**config.mk**
```make
export PLATFORM = sky130hd
export DESIGN_NAME = status_color_bar_animator
export DESIGN_NICKNAME = d
export VERILOG_FILES = /design/src/design/scba_pkg.sv /design/src/design/scba_fade.sv /design/src/design/scba_core.sv /design/src/design/status_color_bar_animator.sv
export SDC_FILE = /design/constraint.sdc
export NUM_CORES = 1
export LEC_CHECK = 0
export BUFFER_PORTS_ARGS = -buffer_cell sky130_fd_sc_hd__buf_2
export CAP_MARGIN = 5
export CELL_PAD_IN_SITES_DETAIL_PLACEMENT = 1
export CELL_PAD_IN_SITES_GLOBAL_PLACEMENT = 1
export CORE_MARGIN = 2
export CORE_UTILIZATION = 24
export DETAILED_ROUTE_END_ITERATION = 12
export PLACE_DENSITY_LB_ADDON = 0.2
export SKIP_CTS_REPAIR_TIMING = 1
export SLEW_MARGIN = 20
export SYNTH_ARGS = -nofsm -noshare
export SYNTH_HDL_FRONTEND = slang
export SYNTH_SLANG_ARGS = --single-unit
```
**constraint.sdc**
```tcl
create_clock -name clk_i -period 8.9 [get_ports clk_i]
set_input_delay 2.225 -clock clk_i [delete_from_list [all_inputs] [get_ports clk_i]]
set_output_delay 2.225 -clock clk_i [all_outputs]
set_load 0.005 [all_outputs]
```
**src/design/scba_pkg.sv**
```systemverilog
`timescale 1ns / 1ps

package scba_pkg;

  // Opcodes of an input item
  localparam logic [2:0] OP_TICK = 3'd0;
  localparam logic [2:0] OP_SET  = 3'd1;
  localparam logic [2:0] OP_ACK  = 3'd2;
  localparam logic [2:0] OP_HIDE = 3'd3;
  localparam logic [2:0] OP_SHOW = 3'd4;

  // Status codes
  localparam logic [1:0] ST_NORMAL = 2'd0;
  localparam logic [1:0] ST_NOTIFY = 2'd1;
  localparam logic [1:0] ST_ALERT  = 2'd2;
  localparam logic [1:0] ST_SLEEP  = 2'd3;

  // Configuration register indexes
  localparam logic [2:0] CFG_BLINK_TICKS  = 3'd0;
  localparam logic [2:0] CFG_BREATH_TICKS = 3'd1;
  localparam logic [2:0] CFG_NORMAL_COLOR = 3'd2;
  localparam logic [2:0] CFG_NOTIFY_COLOR = 3'd3;
  localparam logic [2:0] CFG_ALERT_COLOR  = 3'd4;

  // Register reset values
  localparam logic [15:0] BLINK_TICKS_RST  = 16'd250;
  localparam logic [15:0] BREATH_TICKS_RST = 16'd20;
  localparam logic [15:0] NORMAL_COLOR_RST = 16'd1838;
  localparam logic [15:0] NOTIFY_COLOR_RST = 16'd11231;
  localparam logic [15:0] ALERT_COLOR_RST  = 16'd63656;

  // Breathing and blinking constants
  localparam logic [7:0] OPA_LOW      = 8'd30;
  localparam logic [7:0] OPA_HIGH     = 8'd255;
  localparam logic [7:0] OPA_STEP     = 8'd5;
  localparam logic [2:0] BLINK_PHASES = 3'd6;

  typedef struct packed {
    logic [15:0] blink_ticks;
    logic [15:0] breath_ticks;
    logic [15:0] normal_color;
    logic [15:0] notify_color;
    logic [15:0] alert_color;
  } cfg_t;

  typedef struct packed {
    logic [15:0] bar_color;
    logic [1:0]  cur_status;
    logic        shown;
    logic        redraw;
  } result_t;

  // floor(x / 255), exact for x below 65280 (products here stay at or below 64260)
  function automatic logic [7:0] div255(input logic [15:0] x);
    logic [16:0] s;
    s = {1'b0, x} + {9'd0, x[15:8]} + 17'd1;
    return s[15:8];
  endfunction

endpackage

```
**src/design/scba_fade.sv**
```systemverilog
`timescale 1ns / 1ps

// Scales an RGB565 color by opa/255 on 8-bit channels.
module scba_fade (
  input  logic [15:0] color_i,
  input  logic [7:0]  opa_i,
  output logic [15:0] color_o
);

  logic [15:0] r_prod, g_prod, b_prod;
  logic [7:0]  r_q8, g_q8, b_q8;

  always_comb begin
    r_prod = {color_i[15:11], 3'b000} * opa_i;
    g_prod = {color_i[10:5], 2'b00} * opa_i;
    b_prod = {color_i[4:0], 3'b000} * opa_i;
    r_q8   = scba_pkg::div255(r_prod);
    g_q8   = scba_pkg::div255(g_prod);
    b_q8   = scba_pkg::div255(b_prod);
    if (opa_i == scba_pkg::OPA_HIGH) begin
      color_o = color_i;
    end else begin
      color_o = {r_q8[7:3], g_q8[7:2], b_q8[7:3]};
    end
  end

endmodule

```
**src/design/scba_core.sv**
```systemverilog
`timescale 1ns / 1ps

// Status and animation state; one item is applied per enabled cycle.
module scba_core (
  input  logic                 clk_i,
  input  logic                 rst_ni,
  input  logic                 en_i,
  input  logic [2:0]           op_i,
  input  logic [1:0]           new_status_i,
  input  scba_pkg::cfg_t       cfg_i,
  output scba_pkg::result_t    res_o
);

  logic [1:0]  status_q, status_d;
  logic        vis_q, vis_d;
  logic        anim_q, anim_d;
  logic [2:0]  phase_q, phase_d;
  logic [15:0] cnt_q, cnt_d;
  logic [7:0]  opa_q, opa_d;
  logic        rising_q, rising_d;
  logic [15:0] color_q, color_d;

  logic [15:0] cnt_inc;
  logic [2:0]  phase_inc;
  logic [8:0]  opa_sum;
  logic [7:0]  opa_step;
  logic        rising_step;
  logic [7:0]  fade_opa;
  logic [15:0] fade_color;
  logic [15:0] before_color, after_color;

  // Next opacity of a breathing step, bounced between the limits
  always_comb begin
    if (rising_q) begin
      opa_sum = {1'b0, opa_q} + {1'b0, scba_pkg::OPA_STEP};
    end else if (opa_q > scba_pkg::OPA_STEP) begin
      opa_sum = {1'b0, opa_q} - {1'b0, scba_pkg::OPA_STEP};
    end else begin
      opa_sum = 9'd0;
    end
    opa_step    = opa_sum[7:0];
    rising_step = rising_q;
    if (opa_sum >= {1'b0, scba_pkg::OPA_HIGH}) begin
      opa_step    = scba_pkg::OPA_HIGH;
      rising_step = 1'b0;
    end
    if (opa_sum <= {1'b0, scba_pkg::OPA_LOW}) begin
      opa_step    = scba_pkg::OPA_LOW;
      rising_step = 1'b1;
    end
  end

  assign fade_opa = (op_i == scba_pkg::OP_SET) ? scba_pkg::OPA_LOW : opa_step;

  scba_fade u_fade (
    .color_i (cfg_i.alert_color),
    .opa_i   (fade_opa),
    .color_o (fade_color)
  );

  assign cnt_inc   = cnt_q + 16'd1;
  assign phase_inc = phase_q + 3'd1;

  always_comb begin
    status_d = status_q;
    vis_d    = vis_q;
    anim_d   = anim_q;
    phase_d  = phase_q;
    cnt_d    = cnt_q;
    opa_d    = opa_q;
    rising_d = rising_q;
    color_d  = color_q;
    case (op_i)
      scba_pkg::OP_TICK: begin
        if (anim_q) begin
          cnt_d = cnt_inc;
          if (status_q == scba_pkg::ST_NOTIFY) begin
            if (cnt_inc >= cfg_i.blink_ticks) begin
              cnt_d = 16'd0;
              if (phase_inc < scba_pkg::BLINK_PHASES) begin
                phase_d = phase_inc;
                if (vis_q) begin
                  color_d = phase_inc[0] ? cfg_i.notify_color : 16'd0;
                end
              end else begin
                phase_d = 3'd0;
                anim_d  = 1'b0;
                if (vis_q) begin
                  color_d = cfg_i.notify_color;
                end
              end
            end
          end else if (status_q == scba_pkg::ST_ALERT) begin
            if (cnt_inc >= cfg_i.breath_ticks) begin
              cnt_d    = 16'd0;
              opa_d    = opa_step;
              rising_d = rising_step;
              if (vis_q) begin
                color_d = fade_color;
              end
            end
          end else begin
            anim_d = 1'b0;
          end
        end
      end
      scba_pkg::OP_SET: begin
        if (new_status_i != status_q) begin
          anim_d   = 1'b0;
          cnt_d    = 16'd0;
          status_d = new_status_i;
          case (new_status_i)
            scba_pkg::ST_NORMAL: begin
              if (vis_q) color_d = cfg_i.normal_color;
            end
            scba_pkg::ST_NOTIFY: begin
              phase_d = 3'd0;
              anim_d  = 1'b1;
              if (vis_q) color_d = 16'd0;
            end
            scba_pkg::ST_ALERT: begin
              opa_d    = scba_pkg::OPA_LOW;
              rising_d = 1'b1;
              anim_d   = 1'b1;
              if (vis_q) color_d = fade_color;
            end
            default: begin
              // sleep: blank, then hide
              if (vis_q) color_d = 16'd0;
              vis_d = 1'b0;
            end
          endcase
        end
      end
      scba_pkg::OP_ACK: begin
        if (status_q == scba_pkg::ST_ALERT) begin
          anim_d   = 1'b0;
          cnt_d    = 16'd0;
          status_d = scba_pkg::ST_NORMAL;
          if (vis_q) color_d = cfg_i.normal_color;
        end
      end
      scba_pkg::OP_HIDE: begin
        anim_d = 1'b0;
        cnt_d  = 16'd0;
        if (vis_q) color_d = 16'd0;
        vis_d  = 1'b0;
      end
      scba_pkg::OP_SHOW: begin
        anim_d   = 1'b0;
        cnt_d    = 16'd0;
        vis_d    = 1'b1;
        status_d = scba_pkg::ST_NORMAL;
        color_d  = cfg_i.normal_color;
      end
      default: begin
        // unknown op: no change
      end
    endcase
  end

  assign before_color = vis_q ? color_q : 16'd0;
  assign after_color  = vis_d ? color_d : 16'd0;

  always_comb begin
    res_o.bar_color  = after_color;
    res_o.cur_status = status_d;
    res_o.shown      = vis_d;
    res_o.redraw     = (after_color != before_color);
  end

  always_ff @(posedge clk_i or negedge rst_ni) begin
    if (!rst_ni) begin
      status_q <= scba_pkg::ST_NORMAL;
      vis_q    <= 1'b1;
      anim_q   <= 1'b0;
      phase_q  <= 3'd0;
      cnt_q    <= 16'd0;
      opa_q    <= scba_pkg::OPA_LOW;
      rising_q <= 1'b1;
      color_q  <= scba_pkg::NORMAL_COLOR_RST;
    end else if (en_i) begin
      status_q <= status_d;
      vis_q    <= vis_d;
      anim_q   <= anim_d;
      phase_q  <= phase_d;
      cnt_q    <= cnt_d;
      opa_q    <= opa_d;
      rising_q <= rising_d;
      color_q  <= color_d;
    end
  end

endmodule

```
**src/design/status_color_bar_animator.sv**
```systemverilog
`timescale 1ns / 1ps
// An accepted item waits in the input register until the core applies it; its
//   result is then held in the result register until it is taken.
// Throughput: one item per cycle unless the result stalls; update is one pass.
// Reset (rst_ni low, async): registers return to their defaults, status normal,
//   bar visible in the normal color, opacity 30, both pipeline slots empty.

module status_color_bar_animator (
  input  logic        clk_i,
  input  logic        rst_ni,
  // input items
  input  logic        in_valid_i,
  output logic        in_ready_o,
  input  logic [2:0]  op_i,
  input  logic [1:0]  new_status_i,
  // result items
  output logic        out_valid_o,
  input  logic        out_ready_i,
  output logic [15:0] bar_color_o,
  output logic [1:0]  cur_status_o,
  output logic        shown_o,
  output logic        redraw_o,
  // configuration writes
  input  logic        cfg_we_i,
  input  logic [2:0]  cfg_idx_i,
  input  logic [15:0] cfg_wdata_i
);

  scba_pkg::cfg_t    cfg_q;
  scba_pkg::result_t res_d;
  scba_pkg::result_t res_q;

  // Input register: holds one item until the core applies it
  logic       s1_valid_q;
  logic [2:0] s1_op_q;
  logic [1:0] s1_status_q;
  logic       out_valid_q;
  logic       advance;
  logic       in_fire;

  // The core applies the held item whenever the result slot is free or
  // being drained this cycle, so items flow at one per cycle.
  assign advance    = s1_valid_q && (!out_valid_q || out_ready_i);
  assign in_ready_o = !s1_valid_q || advance;
  assign in_fire    = in_valid_i && in_ready_o;

  always_ff @(posedge clk_i or negedge rst_ni) begin
    if (!rst_ni) begin
      s1_valid_q <= 1'b0;
    end else if (in_fire) begin
      s1_valid_q <= 1'b1;
    end else if (advance) begin
      s1_valid_q <= 1'b0;
    end
  end

  always_ff @(posedge clk_i) begin
    if (in_fire) begin
      s1_op_q     <= op_i;
      s1_status_q <= new_status_i;
    end
  end

  // Configuration registers; writes beyond the list are dropped
  always_ff @(posedge clk_i or negedge rst_ni) begin
    if (!rst_ni) begin
      cfg_q.blink_ticks  <= scba_pkg::BLINK_TICKS_RST;
      cfg_q.breath_ticks <= scba_pkg::BREATH_TICKS_RST;
      cfg_q.normal_color <= scba_pkg::NORMAL_COLOR_RST;
      cfg_q.notify_color <= scba_pkg::NOTIFY_COLOR_RST;
      cfg_q.alert_color  <= scba_pkg::ALERT_COLOR_RST;
    end else if (cfg_we_i) begin
      case (cfg_idx_i)
        scba_pkg::CFG_BLINK_TICKS:  cfg_q.blink_ticks  <= cfg_wdata_i;
        scba_pkg::CFG_BREATH_TICKS: cfg_q.breath_ticks <= cfg_wdata_i;
        scba_pkg::CFG_NORMAL_COLOR: cfg_q.normal_color <= cfg_wdata_i;
        scba_pkg::CFG_NOTIFY_COLOR: cfg_q.notify_color <= cfg_wdata_i;
        scba_pkg::CFG_ALERT_COLOR:  cfg_q.alert_color  <= cfg_wdata_i;
        default: begin
        end
      endcase
    end
  end

  // Status/animation state and the per-item next-state logic
  scba_core u_core (
    .clk_i        (clk_i),
    .rst_ni       (rst_ni),
    .en_i         (advance),
    .op_i         (s1_op_q),
    .new_status_i (s1_status_q),
    .cfg_i        (cfg_q),
    .res_o        (res_d)
  );

  // Result register
  always_ff @(posedge clk_i or negedge rst_ni) begin
    if (!rst_ni) begin
      out_valid_q <= 1'b0;
    end else if (advance) begin
      out_valid_q <= 1'b1;
    end else if (out_ready_i) begin
      out_valid_q <= 1'b0;
    end
  end

  always_ff @(posedge clk_i) begin
    if (advance) begin
      res_q <= res_d;
    end
  end

  assign out_valid_o  = out_valid_q;
  assign bar_color_o  = res_q.bar_color;
  assign cur_status_o = res_q.cur_status;
  assign shown_o      = res_q.shown;
  assign redraw_o     = res_q.redraw;

endmodule

```
Word level (Yosys, flattened, before mapping)
Index checks and enable logic that the tools add are counted.

cells by class
  reduce and logical (&&, ||, !) cells = 26
  multiply operators = 3
  add/sub/neg operators = 10
  multiplexer cells = 74
  order comparisons = 6
  equal/unequal tests = 26

operator list
  cell                                                             number
  2-to-1 mux 16 bit                                                24
  case mux 16 bit (5 select lines)                                 1
  2-to-1 mux 8 bit                                                 9
  adder 16 x 1 -> 16 bit (second input constant)                   4
  case mux 16 bit (4 select lines)                                 1
  adder 16 x 8 -> 16 bit                                           3
  >= comparator 16 bit                                             2
  case mux 16 bit (2 select lines)                                 1
  multiplier 5 x 8 -> 13 bit                                       2
  2-to-1 mux 1 bit                                                 22
  2-to-1 mux 3 bit                                                 6
  2-to-1 mux 9 bit                                                 2
  inequality test 16 bit                                           1
  case mux 8 bit (2 select lines)                                  1
  multiplier 6 x 8 -> 14 bit                                       1
  == test 3 x 2 -> 1 bit (second input constant)                   4
  inequality test 2 x 1 -> 1 bit (second input constant)           6
  AND reduction 2 bit                                              5
  adder 8 x 3 -> 9 bit (second input constant)                     1
  >= comparator 9 x 8 -> 1 bit (second input constant)             1
  less-or-equal comparator 9 x 5 -> 1 bit (second input constant)  1
  AND reduction 9 bit                                              1
  subtractor 8 x 3 -> 9 bit (second input constant)                1
  == test 8 bit (second input constant)                            1
  other kinds (29)                                                 44

word-level totals
  register bits = 155
  bits of input ports = 29
  word-level logic and storage cells = 166
  output and inout bits = 22

Depth between registers and ports, before layout
  depth after elaboration = 19
  mapped depth = 37
  depth with buffers taken out = 36

Cells and area by module
A second synthesis with hierarchy kept.

unflattened totals
  cells, all modules = 1612
  area total of the unflattened synthesis = 15031.9 µm²

modules (own cells, without submodules)
  module                     times used  area an instance (µm²)  cells each  sequential area each (µm²)
  scba_core                  1           5861.9                  759         1217.4
  scba_fade                  1           5213.8                  647         0.0
  status_color_bar_animator  1           3956.3                  206         2845.2

Least setup slack after synthesis
Ideal clock, no wire load.

  path type = register to register
  start = register u_core.opa_q[1]
  end = register res_q, in the netlist redraw_o, data pin
  cell stages (with the launch flop) = 34
  data required time = 8.631 ns
  path buffers = 2
  library setup time = 0.269 ns
  arrival time = 8.588 ns
  setup slack = 0.043 ns
  clock period less this slack = 8.857 ns
  cells stage by stage = dfstp_2 -> inv_1 -> ha_1 -> o211ai_1 -> and2_1 -> a31oi_1 -> nand2b_1 -> a41o_1 -> nor3_1 -> clkbuf_1 -> nor2b_1 -> fa_1 -> fa_1 -> inv_1 -> fa_1 -> inv_1 -> ha_1 -> a21o_1 -> a31o_2 -> or3_1 -> and2_1 -> buf_2 -> ha_1 -> or3_1 -> a311o_1 -> maj3_2 -> a211oi_4 -> o2111ai_1 -> a32oi_1 -> a31oi_1 -> o31a_1 -> o31a_1 -> a311oi_2 -> nand4_1

RTL lines
  item                      line                              RTL
  start: declaration        scba_core.sv:19                   logic [7:0] opa_q, opa_d;
  start signal: assignment  scba_core.sv:179                  opa_q <= scba_pkg::OPA_LOW;
  start signal: assignment  scba_core.sv:188                  opa_q <= opa_d;
  end signal: assignment    status_color_bar_animator.sv:109  res_q <= res_d;
  end: declaration          status_color_bar_animator.sv:31   scba_pkg::result_t res_q;

==> results.md <==
* Mean Syn Cell Area at 8.46 sq um
* Pre-antenna DRT Iters at 5
* Status: complete, no violations
* Max_slew headroom at 0.286
* Area delta synth->final at 19.4%
* Async SR Flop Fraction at 0.839
* Yosys warns at 0
* Row count at 92
* NumNets Final at approximately 2100
* Crit path max fanout at 5
* Actual slew at the worst max-slew pin at approximately 1.1 ns
* Fill count at approximately 7500
* Post-layout util at 0.290
* Crit path top cell by count: inv_1
* Post-synth top area share at 0.136
* Synth top cells by count: nand2_1 (214), inv_1 (149), o21ai_0 (121)
* DR iter-0 viols at between 700 and 800
* Count leader, synth: nand2_1
* Detailed-route via count at 14179
* Worst hold path type: register to register
* Arrival time worst endpoint at a little under 9 ns
* TritonCTS buffer count at 17
* Sequential cell area fraction in the yosys report at 0.265
* Ports at 51
* CTS sink cnt at 155
* Routed WL at 57600 um
* GPL Wtd Cong at approximately 0.88
* Ys flop type: dfrtp_1
* Period utilisation layout at 0.964
* Largest area contributor in the netlist: dfrtp_1
* Crit-path max cell delay at 0.56 ns
* H-tree depth at 4
* DR vias/cell at ~5.1
* Mapped Nets at approximately 2000
* Die width at roughly 260 um
* FMAX at 0.117 GHz
* Worst path bufs/invs at 11
* HPWL Detailed at between 40000 and 50000 um
* Initial Util at 0.243
* CTS tree: built
* Synthesized cell area at 15300 sq um
* Post-route ant nets at 0
* Initial antenna violation count at 5
* Final Skew at between 0.015 and 0.02 ns
* #FFs+latches synth at around 160
* CP Launch Type: register
* CP endpoint kind: register
* Synth top area cells: dfrtp_1 (14%), ha_1 (9.3%), dfstp_2 (8.1%)
* Clock Tree Root: clkbuf_16
* CP max stage cell: dfstp_2
* Max clock buf depth at 2
* MaxCap Viol Count at 0
* Critical path start-end classification: register to register
* Final min period at between 8 and 9 ns
* Top delay family on crit path: adder cells
* First-pass GRT wire length at between 80000 and 90000 um
* Largest net degree at the start of global routing at 87
* Total core area at roughly 63000 sq um
* GRT Overall Usage at 0.174
* Final Max Slew Viols at 0
* Worst Path Required at between 9 and 10 ns
* Chip Height at 257 um
* IO Port Bufs at 50
* Cell count after synthesis at approximately 1800
* # DRC at 0
* Die Area at roughly 66000 sq um
* Number of global-route vias before repair at ~15000
* Clock latency on the worst-skew pair at around 0.46 ns
* Drt wl/cell at roughly 21 um
* Layout cells sized above 1 at 0.216
* Total congestion overflow at 0
* EDFF count, synth at 25
* Hold Vio Cnt, Final at 0
* Final setup violation count at 0
* CTS clk-pin slew, worst paths at 0.07 ns
* Library cells used by synthesis at around 90
-- per-stage QoR --
| step | cell area (sq um) | std cells | hold slack, ns | worst slack [ns] | setup TNS, ns |
|---|---|---|---|---|---|
| after floorplan | 15300 | 1812 | 0.446 | 0.0427 | 0 |
| final | 18300 | 2778 | 0.498 | 0.320 | 0 |
| after global routing | 18300 | 2777 | 0.537 | -0.0995 | -0.0995 |
| after global placement | 17100 | 2712 | 0.464 | -0.0714 | -0.0714 |
| after detailed placement | 17100 | 2712 | 0.484 | -0.331 | -0.331 |
| after CTS | 17600 | 2744 | 0.502 | -0.396 | -0.396 |
-- worst register-to-register path: cells and delay by family (launching register included) --
family	cells	cell delay, ns
XOR/XNOR	1	0.12
AO/OA/AOI/OAI	10	2.39
flip-flops	1	0.56
adder cells (fa/ha/maj)	7	2.66
buffers and inverters	11	1.13
AND/OR/NAND/NOR	8	1.47
-- layer usage --
metal | wire (um) | up-vias | track usage
met4 | 1270 | 0 | 0.0530
met3 | 1970 | 56 | 0.0220
met1 | 26100 | 7240 | 0.227
met2 | 28200 | 225 | 0.300
met5 | 0 | - | 0
li1 | - | 6658 | -
-- cell type report --
type                    instances  area, sq um  share of cell area
flip-flops and latches        155         4060               0.222
inverters                     149          559              0.0306
well taps                     846         1060              0.0579
clock inverters                12          104             0.00568
diodes                          1         2.50            0.000137
multi-input cells            1419        10800               0.591
repair buffers                176         1230              0.0675
clock buffers                  20          467              0.0255
-- cell families (layout without fill, tap and decap cells) --
group | count (synthesis) | after routing | synth area share
other cells | 0 | 1 | 0
simple gates | 645 | 645 | 0.211
flops | 155 | 155 | 0.265
mux | 66 | 66 | 0.0478
fa+ha+maj | 180 | 180 | 0.176
compound gates | 473 | 473 | 0.208
xor+xnor | 55 | 55 | 0.0314
buf+inv | 238 | 357 | 0.0598
-- flip-flops by register name, indices dropped and copies added, names as in the netlist, 2 cells and up --
signal and cells:
u_core.phase_q 3, u_core.cnt_q 16, s1_op_q 3, u_core.opa_q 8
s1_status_q 2, u_core.status_q 2, cfg_q 80, bar_color_o 16
cur_status_o 2, u_core.color_q 16
-- worst paths after layout --
check / slack [ns] / to / cells past startpoint / start
max in group asynchronous: 5.85 / u_core.opa_q[0] / 2 / rst_ni
min: 0.50 / u_core.cnt_q[14] / 2 / u_core.cnt_q[14]
min reg2reg: 0.50 / u_core.cnt_q[14] / 2 / u_core.cnt_q[14]
max: 0.32 / redraw_o / 37 / u_core.opa_q[1]
max reg2reg: 0.32 / redraw_o / 37 / u_core.opa_q[1]
min in group asynchronous: 1.85 / u_core.color_q[6] / 1 / rst_ni
-- cells in the final DEF, fill, tap and decap left out, types with 22 or more instances in the layout --
cell type / Yosys / layout
nand2_1: 214 / 211
inv_1: 149 / 146
buf_4: 2 / 118
o21ai_0: 121 / 114
ha_1: 114 / 108
nor2_1: 99 / 98
and2_1: 101 / 96
a21oi_1: 97 / 90
dfrtp_1: 83 / 82
fa_1: 61 / 60
mux2_2: 57 / 57
buf_2: 7 / 50
dfstp_2: 47 / 47
nand3_1: 45 / 45
xnor2_1: 35 / 34
nand2b_1: 35 / 33
nor2b_1: 29 / 27
edfxtp_1: 25 / 25
a31oi_1: 28 / 22
Power is not shown: default switching activity piles up to over one toggle a cycle in this logic, so the estimate is an artifact.
